$ cat config.mk
export PLATFORM = sky130hd
export DESIGN_NAME = sorted_software_timer_queue
export DESIGN_NICKNAME = d
export VERILOG_FILES = /design/src/design/stq_pkg.sv /design/src/design/sorted_software_timer_queue.sv /design/src/design/stq_cell.sv
export SDC_FILE = /design/constraint.sdc
export NUM_CORES = 2
export LEC_CHECK = 0
export BUFFER_PORTS_ARGS = -buffer_cell sky130_fd_sc_hd__buf_2
export CORE_ASPECT_RATIO = 1.4
export CORE_UTILIZATION = 58
export DETAILED_ROUTE_END_ITERATION = 16
export PLACE_DENSITY = 0.71
export SYNTH_ARGS = -nofsm -noshare
export SYNTH_HDL_FRONTEND = slang
export SYNTH_SLANG_ARGS = --single-unit
$ cat constraint.sdc
create_clock -name i_clk -period 12.4 [get_ports i_clk]
set_input_delay 2.48 -clock i_clk [delete_from_list [all_inputs] [get_ports i_clk]]
set_output_delay 2.48 -clock i_clk [all_outputs]
set_load 0.05 [all_outputs]
$ cat src/design/stq_pkg.sv
package stq_pkg;

    localparam int SLOT_W     = 4;
    localparam int HND_W      = 8;
    localparam int KIND_W     = 3;
    localparam int OKIND_W    = 2;
    localparam int OUT_TICK_W = 32;

    localparam logic [KIND_W-1:0] KIND_START   = 3'd0;
    localparam logic [KIND_W-1:0] KIND_STOP    = 3'd1;
    localparam logic [KIND_W-1:0] KIND_ADVANCE = 3'd2;
    localparam logic [KIND_W-1:0] KIND_QUERY   = 3'd3;
    localparam logic [KIND_W-1:0] KIND_SERVICE = 3'd4;

    localparam logic [OKIND_W-1:0] OK_DONE    = 2'd0;
    localparam logic [OKIND_W-1:0] OK_EVENT   = 2'd1;
    localparam logic [OKIND_W-1:0] OK_QUERY   = 2'd2;
    localparam logic [OKIND_W-1:0] OK_SERVICE = 2'd3;

    typedef enum logic [2:0] {
        OP_HOLD    = 3'd0,
        OP_REMOVE  = 3'd1,
        OP_INSERT  = 3'd2,
        OP_ADVANCE = 3'd3,
        OP_SCAN    = 3'd4
    } t_cell_op;

    typedef struct packed {
        logic              valid;
        logic [SLOT_W-1:0] timer;
        logic [HND_W-1:0]  handler;
    } t_entry;

    typedef struct packed {
        logic              flag;
        logic [SLOT_W-1:0] timer;
        logic [HND_W-1:0]  handler;
    } t_scan;

    typedef struct packed {
        t_cell_op          op;
        logic [SLOT_W-1:0] slot;
        logic [HND_W-1:0]  handler;
    } t_cell_ctrl;

endpackage

$ cat src/design/sorted_software_timer_queue.sv
// Sorted timer queue: a row of cells, one per timer slot, kept in order of
// remaining ticks with ties in arrival order.
// Command channel: a beat is taken on a rising edge with start high and busy
// low (i_kind, i_timer_slot, i_handler, i_tick_count). busy stays high until
// the final result of that beat is on the result ports.
// Result channel: each result sits on the o_ ports for one cycle with o_valid
// high; the receiver cannot stall it. o_last marks the final result of a beat.
// Start with a slot below TIMER_SLOTS runs a remove pass, then an insert pass,
// before its done result; stop, query and service answer from a single pass.
// Advance updates every cell in one pass, then shifts a copy of the expired
// entries out of the cell row one per cycle, one event result each, and the
// done result follows.
// A new command is accepted in the cycle its predecessor's last result shows.
// Reset (i_rst_n low, synchronous) empties the queue and returns to idle.
module sorted_software_timer_queue #(
    parameter int TIMER_SLOTS = 16,
    parameter int TICK_BITS   = 32
) (
    input  logic                               i_clk,
    input  logic                               i_rst_n,
    input  logic                               start,
    output logic                               busy,
    input  logic [stq_pkg::KIND_W-1:0]         i_kind,
    input  logic [stq_pkg::SLOT_W-1:0]         i_timer_slot,
    input  logic [stq_pkg::HND_W-1:0]          i_handler,
    input  logic [stq_pkg::OUT_TICK_W-1:0]     i_tick_count,
    output logic                               o_valid,
    output logic [stq_pkg::OKIND_W-1:0]        o_out_kind,
    output logic [stq_pkg::HND_W-1:0]          o_event_handler,
    output logic [stq_pkg::SLOT_W-1:0]         o_out_timer,
    output logic                               o_present,
    output logic [stq_pkg::OUT_TICK_W-1:0]     o_remaining_ticks,
    output logic                               o_last
);
    import stq_pkg::*;

    localparam int LAST = TIMER_SLOTS - 1;
    localparam int LVLS = $clog2(TIMER_SLOTS);

    typedef enum logic [3:0] {
        ST_IDLE   = 4'b0001,
        ST_EXEC   = 4'b0010,
        ST_INSERT = 4'b0100,
        ST_EMIT   = 4'b1000
    } t_state;

    t_state               r_state, n_state;
    logic [KIND_W-1:0]    r_kind;
    logic [SLOT_W-1:0]    r_slot;
    logic [HND_W-1:0]     r_handler;
    logic [TICK_BITS-1:0] r_ticks;

    logic                 r_o_valid, n_o_valid;
    logic [OKIND_W-1:0]   r_o_kind, n_o_kind;
    logic [HND_W-1:0]     r_o_handler, n_o_handler;
    logic [SLOT_W-1:0]    r_o_timer, n_o_timer;
    logic                 r_o_present, n_o_present;
    logic [OUT_TICK_W-1:0] r_o_ticks, n_o_ticks;
    logic                 r_o_last, n_o_last;

    t_cell_ctrl           ctrl;
    logic [TIMER_SLOTS-1:0] del_v;
    logic [TIMER_SLOTS-1:0] ge_v;
    logic [TIMER_SLOTS-1:0] match_v;
    logic [TIMER_SLOTS-1:0] pre_match;
    logic [TIMER_SLOTS-1:0] valid_v;
    t_entry               ent   [TIMER_SLOTS];
    logic [TICK_BITS-1:0] tk    [TIMER_SLOTS];
    t_scan                scan  [TIMER_SLOTS];
    logic                 slot_ok;

    assign busy    = (r_state != ST_IDLE);
    assign slot_ok = (32'(r_slot) < 32'(TIMER_SLOTS));

    for (genvar g = 0; g < TIMER_SLOTS; g++) begin : g_cell
        t_entry               left_e, right_e;
        logic [TICK_BITS-1:0] left_t, right_t;
        logic                 left_ge;
        t_scan                right_s;

        if (g == 0) begin : g_first
            assign left_e  = '0;
            assign left_t  = '0;
            assign left_ge = 1'b1;
        end else begin : g_mid_l
            assign left_e  = ent[g-1];
            assign left_t  = tk[g-1];
            assign left_ge = ge_v[g-1];
        end

        if (g == LAST) begin : g_final
            assign right_e = '0;
            assign right_t = '0;
            assign right_s = '0;
        end else begin : g_mid_r
            assign right_e = ent[g+1];
            assign right_t = tk[g+1];
            assign right_s = scan[g+1];
        end

        stq_cell #(
            .TICK_BITS(TICK_BITS)
        ) u_cell (
            .i_clk        (i_clk),
            .i_rst_n      (i_rst_n),
            .i_ctrl       (ctrl),
            .i_ticks      (r_ticks),
            .i_del        (del_v[g]),
            .i_left       (left_e),
            .i_left_ticks (left_t),
            .i_left_ge    (left_ge),
            .i_right      (right_e),
            .i_right_ticks(right_t),
            .i_right_scan (right_s),
            .o_entry      (ent[g]),
            .o_ticks      (tk[g]),
            .o_ge         (ge_v[g]),
            .o_match      (match_v[g]),
            .o_scan       (scan[g])
        );

        assign valid_v[g] = ent[g].valid;
    end

    always_comb begin
        pre_match = match_v;
        for (int lvl = 0; lvl < LVLS; lvl++) begin
            pre_match = pre_match | (pre_match << (1 << lvl));
        end
    end

    always_comb begin
        n_state      = r_state;
        ctrl.op      = OP_HOLD;
        ctrl.slot    = r_slot;
        ctrl.handler = r_handler;
        del_v        = '0;
        n_o_valid    = 1'b0;
        n_o_kind     = OK_DONE;
        n_o_handler  = '0;
        n_o_timer    = '0;
        n_o_present  = 1'b0;
        n_o_ticks    = '0;
        n_o_last     = 1'b0;
        unique case (r_state)
            ST_IDLE: begin
                if (start) begin
                    n_state = ST_EXEC;
                end
            end
            ST_EXEC: begin
                n_state   = ST_IDLE;
                n_o_valid = 1'b1;
                n_o_last  = 1'b1;
                unique case (r_kind)
                    KIND_START: begin
                        if (slot_ok) begin
                            ctrl.op   = OP_REMOVE;
                            del_v     = pre_match;
                            n_state   = ST_INSERT;
                            n_o_valid = 1'b0;
                        end
                    end
                    KIND_STOP: begin
                        if (slot_ok) begin
                            ctrl.op = OP_REMOVE;
                            del_v   = pre_match;
                        end
                    end
                    KIND_ADVANCE: begin
                        ctrl.op   = OP_ADVANCE;
                        n_state   = ST_EMIT;
                        n_o_valid = 1'b0;
                    end
                    KIND_QUERY: begin
                        n_o_kind = OK_QUERY;
                        if (ent[0].valid) begin
                            n_o_present = 1'b1;
                            n_o_ticks   = OUT_TICK_W'(tk[0]);
                        end
                    end
                    KIND_SERVICE: begin
                        n_o_kind = OK_SERVICE;
                        if (ent[0].valid && (tk[0] == '0)) begin
                            ctrl.op     = OP_REMOVE;
                            del_v       = '1;
                            n_o_present = 1'b1;
                            n_o_timer   = ent[0].timer;
                        end
                    end
                    default: begin
                    end
                endcase
            end
            ST_INSERT: begin
                if (!ent[LAST].valid) begin
                    ctrl.op = OP_INSERT;
                end
                n_o_valid = 1'b1;
                n_o_last  = 1'b1;
                n_state   = ST_IDLE;
            end
            ST_EMIT: begin
                n_o_valid = 1'b1;
                if (scan[0].flag) begin
                    ctrl.op     = OP_SCAN;
                    n_o_kind    = OK_EVENT;
                    n_o_handler = scan[0].handler;
                    n_o_timer   = scan[0].timer;
                end else begin
                    n_o_last = 1'b1;
                    n_state  = ST_IDLE;
                end
            end
            default: begin
                n_state = ST_IDLE;
            end
        endcase
    end

    always_ff @(posedge i_clk) begin
        if (!i_rst_n) begin
            r_state   <= ST_IDLE;
            r_o_valid <= 1'b0;
        end else begin
            r_state   <= n_state;
            r_o_valid <= n_o_valid;
        end
    end

    always_ff @(posedge i_clk) begin
        if (start && !busy) begin
            r_kind    <= i_kind;
            r_slot    <= i_timer_slot;
            r_handler <= i_handler;
            r_ticks   <= i_tick_count[TICK_BITS-1:0];
        end
        r_o_kind    <= n_o_kind;
        r_o_handler <= n_o_handler;
        r_o_timer   <= n_o_timer;
        r_o_present <= n_o_present;
        r_o_ticks   <= n_o_ticks;
        r_o_last    <= n_o_last;
    end

    assign o_valid           = r_o_valid;
    assign o_out_kind        = r_o_kind;
    assign o_event_handler   = r_o_handler;
    assign o_out_timer       = r_o_timer;
    assign o_present         = r_o_present;
    assign o_remaining_ticks = r_o_ticks;
    assign o_last            = r_o_last;

    a_beat_from_work: assert property (@(posedge i_clk) disable iff (!i_rst_n)
        o_valid |-> ($past(r_state) != ST_IDLE))
        else $error("result beat without a command in progress");

    a_valid_prefix: assert property (@(posedge i_clk) disable iff (!i_rst_n)
        ((valid_v >> 1) & ~valid_v) == '0)
        else $error("queue cells not a contiguous prefix");

    a_last_frees: assert property (@(posedge i_clk) disable iff (!i_rst_n)
        (o_valid && o_last) |-> !busy)
        else $error("still busy after final result beat");

    a_accept_busy: assert property (@(posedge i_clk) disable iff (!i_rst_n)
        (start && !busy) |=> busy)
        else $error("busy not raised after accepted command");

endmodule

$ cat src/design/stq_cell.sv
module stq_cell #(
    parameter int TICK_BITS = 32
) (
    input  logic                 i_clk,
    input  logic                 i_rst_n,
    input  stq_pkg::t_cell_ctrl  i_ctrl,
    input  logic [TICK_BITS-1:0] i_ticks,
    input  logic                 i_del,
    input  stq_pkg::t_entry      i_left,
    input  logic [TICK_BITS-1:0] i_left_ticks,
    input  logic                 i_left_ge,
    input  stq_pkg::t_entry      i_right,
    input  logic [TICK_BITS-1:0] i_right_ticks,
    input  stq_pkg::t_scan       i_right_scan,
    output stq_pkg::t_entry      o_entry,
    output logic [TICK_BITS-1:0] o_ticks,
    output logic                 o_ge,
    output logic                 o_match,
    output stq_pkg::t_scan       o_scan
);
    import stq_pkg::*;

    logic                 r_valid, n_valid;
    logic [SLOT_W-1:0]    r_timer, n_timer;
    logic [HND_W-1:0]     r_handler, n_handler;
    logic [TICK_BITS-1:0] r_ticks, n_ticks;
    t_scan                r_scan, n_scan;
    logic [TICK_BITS-1:0] sub_ticks;

    assign o_entry = '{valid: r_valid, timer: r_timer, handler: r_handler};
    assign o_ticks = r_ticks;
    assign o_ge    = r_valid && (i_ticks >= r_ticks);
    assign o_match = r_valid && (r_timer == i_ctrl.slot);
    assign o_scan  = r_scan;

    assign sub_ticks = (i_ticks < r_ticks) ? (r_ticks - i_ticks) : '0;

    always_comb begin
        n_valid   = r_valid;
        n_timer   = r_timer;
        n_handler = r_handler;
        n_ticks   = r_ticks;
        n_scan    = r_scan;
        unique case (i_ctrl.op)
            OP_REMOVE: begin
                if (i_del) begin
                    n_valid   = i_right.valid;
                    n_timer   = i_right.timer;
                    n_handler = i_right.handler;
                    n_ticks   = i_right_ticks;
                end
            end
            OP_INSERT: begin
                if (!o_ge) begin
                    if (i_left_ge) begin
                        n_valid   = 1'b1;
                        n_timer   = i_ctrl.slot;
                        n_handler = i_ctrl.handler;
                        n_ticks   = i_ticks;
                    end else begin
                        n_valid   = i_left.valid;
                        n_timer   = i_left.timer;
                        n_handler = i_left.handler;
                        n_ticks   = i_left_ticks;
                    end
                end
            end
            OP_ADVANCE: begin
                n_ticks = sub_ticks;
                n_scan  = '{flag: r_valid && (sub_ticks == '0), timer: r_timer,
                            handler: r_handler};
            end
            OP_SCAN: begin
                n_scan = i_right_scan;
            end
            default: begin
            end
        endcase
    end

    always_ff @(posedge i_clk) begin
        if (!i_rst_n) begin
            r_valid     <= 1'b0;
            r_scan.flag <= 1'b0;
        end else begin
            r_valid     <= n_valid;
            r_scan.flag <= n_scan.flag;
        end
    end

    always_ff @(posedge i_clk) begin
        r_timer        <= n_timer;
        r_handler      <= n_handler;
        r_ticks        <= n_ticks;
        r_scan.timer   <= n_scan.timer;
        r_scan.handler <= n_scan.handler;
    end

endmodule

==> summary.md <==
| Metric | Value |
|---|---|
| Status | completed |
| Register area | 30000 sq um |
| Core area | roughly 140000 sq um |
| Slew headroom | under 10% |
| Port Buffer Count | between 90 and 100 |
| Final cell count without fillers | 11300 |
| Detailed Routing Iterations Pass 1 | 10 |
| Fin nets | between 9000 and 10000 |
| Sw Ratio | between 30% and 40% |
| Least-Margin Pin Slew | roughly 1.5 ns |
| Crit path DAT | 7.61 ns |
| Mapped cell area | a little over 80000 sq um |
| Largest area contributor in the netlist | edfxtp_1 |
| ANT nets after route | 0 |
| Highest net fanout along the worst path | 32 |
| # DRC | 0 |
| IO Pins | 100 |
| Initial drt markers | approximately 11000 |
| M3 GR Usage | between 10% and 20% |
| Die ar. | between 100000 and 150000 sq um |
| Inst Count DP | between 10000 and 15000 |
| Ys flop type | edfxtp_1 |
| CTS-repair resized insts | 0 |
| Share of power burned in the clock network | around 39% |
| Flops & latches, synth | 1028 |
| CTS max path bufs | 3 |
| Sink Count | 1028 |
| Largest net degree at the start of global routing | approximately 200 |
| RePlAce Congestion | ~1.1 |
| Met2 Track Usage GR | roughly three quarters |
| Post CTS Setup Buffer Count | 0 |
| Setup TNS | 0 ns |
| Sequential area share after synthesis | 36.5% |
| DPL Wire Length | 259000 microns |
| Fill count | between 10000 and 15000 |
| Total track usage | 48.6% |
| Vias per inst | 7.24 |
| CTS tree | done |
| Share of layout cells above drive strength 1 | under 10% |
| Setup crit start kind | flip-flop |
| Switching Power | approximately 2.8 mW |
| Synth warnings | 0 |
| Worst Hold Class | reg -> reg |
| R2r startpoint | r_ticks[12] |
| First-pass GRT wire length | between 500000 and 600000 microns |
| Synth cell types | roughly 110 |
| Minimum clock period | between 7 and 8 ns |
| Pwr/cell area | between 100 and 150 nW/um^2 |
| WL per Instance | between 30 and 40 microns |
| # Max-Cap Violations | 0 |
| LEAKAGE | between 30 and 40 nW |
| Root buf cell | clkbuf_16 |
| Post-synth top cells | nand2_1 (1490), edfxtp_1 (943), a21oi_1 (859) |
| Final wirelength | ~360000 microns |
| GR Util met1 | 54.8% |
| Comb power frac | 19.0% |
| Proportion of power drawn by flip-flops and latches | between 40% and 50% |
| Hold path start | g_cell[0].u_cell.o_scan[0] |
| Worst min-delay path endpoint | o_event_handler[0] |
| Reg2Reg Setup Slack | 5.19 ns |
| Most Used Layer, Global Route | met2 |
| Share of the synthesized area in the top cell type | approximately 34% |
| Clk_skew | 0.0329 ns |
| Die H | around 450 microns |
| Final hold vios | 0 |
| Max-slew violations | 0 |
| Clk Latency, worst-skew pair | about 0.80 ns |
| Vias after detailed routing | between 80000 and 90000 |
| Post-synth EDFFs | 943 |
| Worst-path clk slew | around 0.07 ns |
| Synth top area cells | edfxtp_1 (34%), ha_1 (7.8%), nand2_1 (6.8%), a21oi_1 (5.2%), o21ai_0 (4.3%) |
| Avg Inst Size Synth | about 8.6 sq um |
| Initial antenna violation count | 27 |
| Pint | 6.24 mW |
| Mapped Nets | roughly 10000 |
| Initial core utilization | 58.4% |
| Critical Path RT | between 10 and 15 ns |
| Multi-input logic area | between 40000 and 50000 sq um |
| CTS Buf Count | ~110 |
| Critical path endpoint category | flip-flop |
| DIE WIDTH | around 320 microns |
| Crit Path Category | reg -> reg |
| Synthesized instance count | about 9600 |
| CTS H-tree lvls | 3 |
| VDD IR max | ~0.00012 V |
| Layout Area Growth over Synthesis | 7.15% |
| Final Core Density | between 60% and 70% |
| # hold bufs at CTS | 0 |
| Vias in the first global route | around 77000 |
| GRT Residual Overflow | 0 |
| # rows | around 160 |
| Reg2reg path depth | 11 |
| Most common cell in the netlist | nand2_1 |
| Period utilization | approximately 58% |
| Highest Clock Rate | approximately 0.14 GHz |
| Unrepaired setup endpoints after global routing | false |
| Worst reg2reg endpoint | g_cell[4].u_cell.o_ticks[25] |
| Hold Path Stages | 1 |
| Final setup fails | 0 |
| Async SR Flop Fraction | 0% |
## metrics by stage
step           cell area [sq um]  power [mW]  hold slack (ns)  worst slack, ns
2_1_floorplan              82200        4.97            0.420             5.77
3_3_place_gp               84300        5.52            0.425             5.84
3_5_place_dp               84300        5.53            0.431             5.77
4_1_cts                    88000        8.93            0.448             5.73
5_1_grt                    88000        9.21            0.458             5.10
6_report                   88100        9.03            0.446             5.19
## power by group through the flow
stage	logic, mW	registers (mW)	clock network, mW
after floorplan	1.10	3.87	0
after global placement	1.61	3.91	0
after detailed placement	1.62	3.91	0
after CTS	1.63	3.83	3.47
after global routing	1.79	3.84	3.58
final	1.71	3.84	3.47
## area by class of cell
class | count | share of cell area, %
clock buffers | 136 | 3.26
inverters | 198 | 0.853
clock inverters | 69 | 0.931
flip-flops and latches | 1028 | 34.1
well taps | 1815 | 2.58
diodes | 15 | 0.0426
repair buffers | 275 | 2.11
multi-input cells | 7738 | 56.1
## critical path, stage by stage (launching register included)
cell and delay (ns):
edfxtp_1 1.22, clkinv_1 0.99, buf_4 0.50, ha_1 0.40, nand3_1 0.16, a2111oi_0 0.89, o311ai_1 0.40, a21o_1 0.40
nand2_2 0.13, buf_4 0.42, o21a_1 0.35, nor2b_4 0.86
## cell usage in the layout, fill, tap and decap left out, types with 187 or more instances in the layout
| cell | instances |
|---|---|
| nor2_1 | 742 |
| nand2_1 | 1487 |
| xnor2_1 | 247 |
| a21o_1 | 284 |
| xor2_1 | 198 |
| inv_1 | 187 |
| o21ai_0 | 707 |
| a21oi_1 | 855 |
| mux2i_1 | 349 |
| edfxtp_1 | 943 |
| ha_1 | 512 |
## state kept, by name (all words and copies together), names as in the netlist
| signal | cells |
|---|---|
| o_remaining_ticks | 32 |
| o_event_handler | 8 |
| o_present | 1 |
| r_ticks | 32 |
| r_state | 4 |
| o_valid | 1 |
| o_out_kind | 2 |
| r_kind | 3 |
| r_slot | 4 |
| r_handler | 8 |
| g_cell.u_cell.r_timer | 64 |
| o_last | 1 |
| g_cell.u_cell.o_ticks | 512 |
| g_cell.u_cell.r_valid | 16 |
| o_out_timer | 4 |
| g_cell.u_cell.r_handler | 128 |
| g_cell.u_cell.o_scan | 208 |
## kinds of logic (layout without fill, tap and decap cells)
family / after synthesis / after routing / synth area share, %
AO/OA/AOI/OAI: 3090 / 3090 / 24.1
XOR/XNOR: 445 / 445 / 4.74
adder cells (fa/ha/maj): 528 / 528 / 8.18
buffers and inverters: 789 / 678 / 3.72
flip-flops: 1028 / 1028 / 36.5
multiplexers: 358 / 358 / 4.37
other: 0 / 15 / 0
AND/OR/NAND/NOR: 3317 / 3317 / 18.4
## per-layer routing
layer / part of all wire [%] / up-vias
met5: 0.035 / -
met4: 11 / 20
met3: 12 / 1696
met2: 43 / 6127
met1: 33 / 38500
li1: - / 35300
## worst max path at each step
stage	startpoint	to	slack, ns
after floorplan	r_ticks[6]	g_cell[11].u_cell.o_ticks[0]	5.77
after global placement	r_ticks[12]	g_cell[9].u_cell.r_valid	5.84
after detailed placement	r_ticks[12]	g_cell[6].u_cell.r_valid	5.77
after CTS	r_ticks[12]	g_cell[6].u_cell.r_valid	5.73
after global routing	r_ticks[12]	g_cell[9].u_cell.r_valid	5.10
final	r_ticks[12]	g_cell[4].u_cell.o_ticks[25]	5.19
Note: power is estimated with default switching activity, not from simulation.
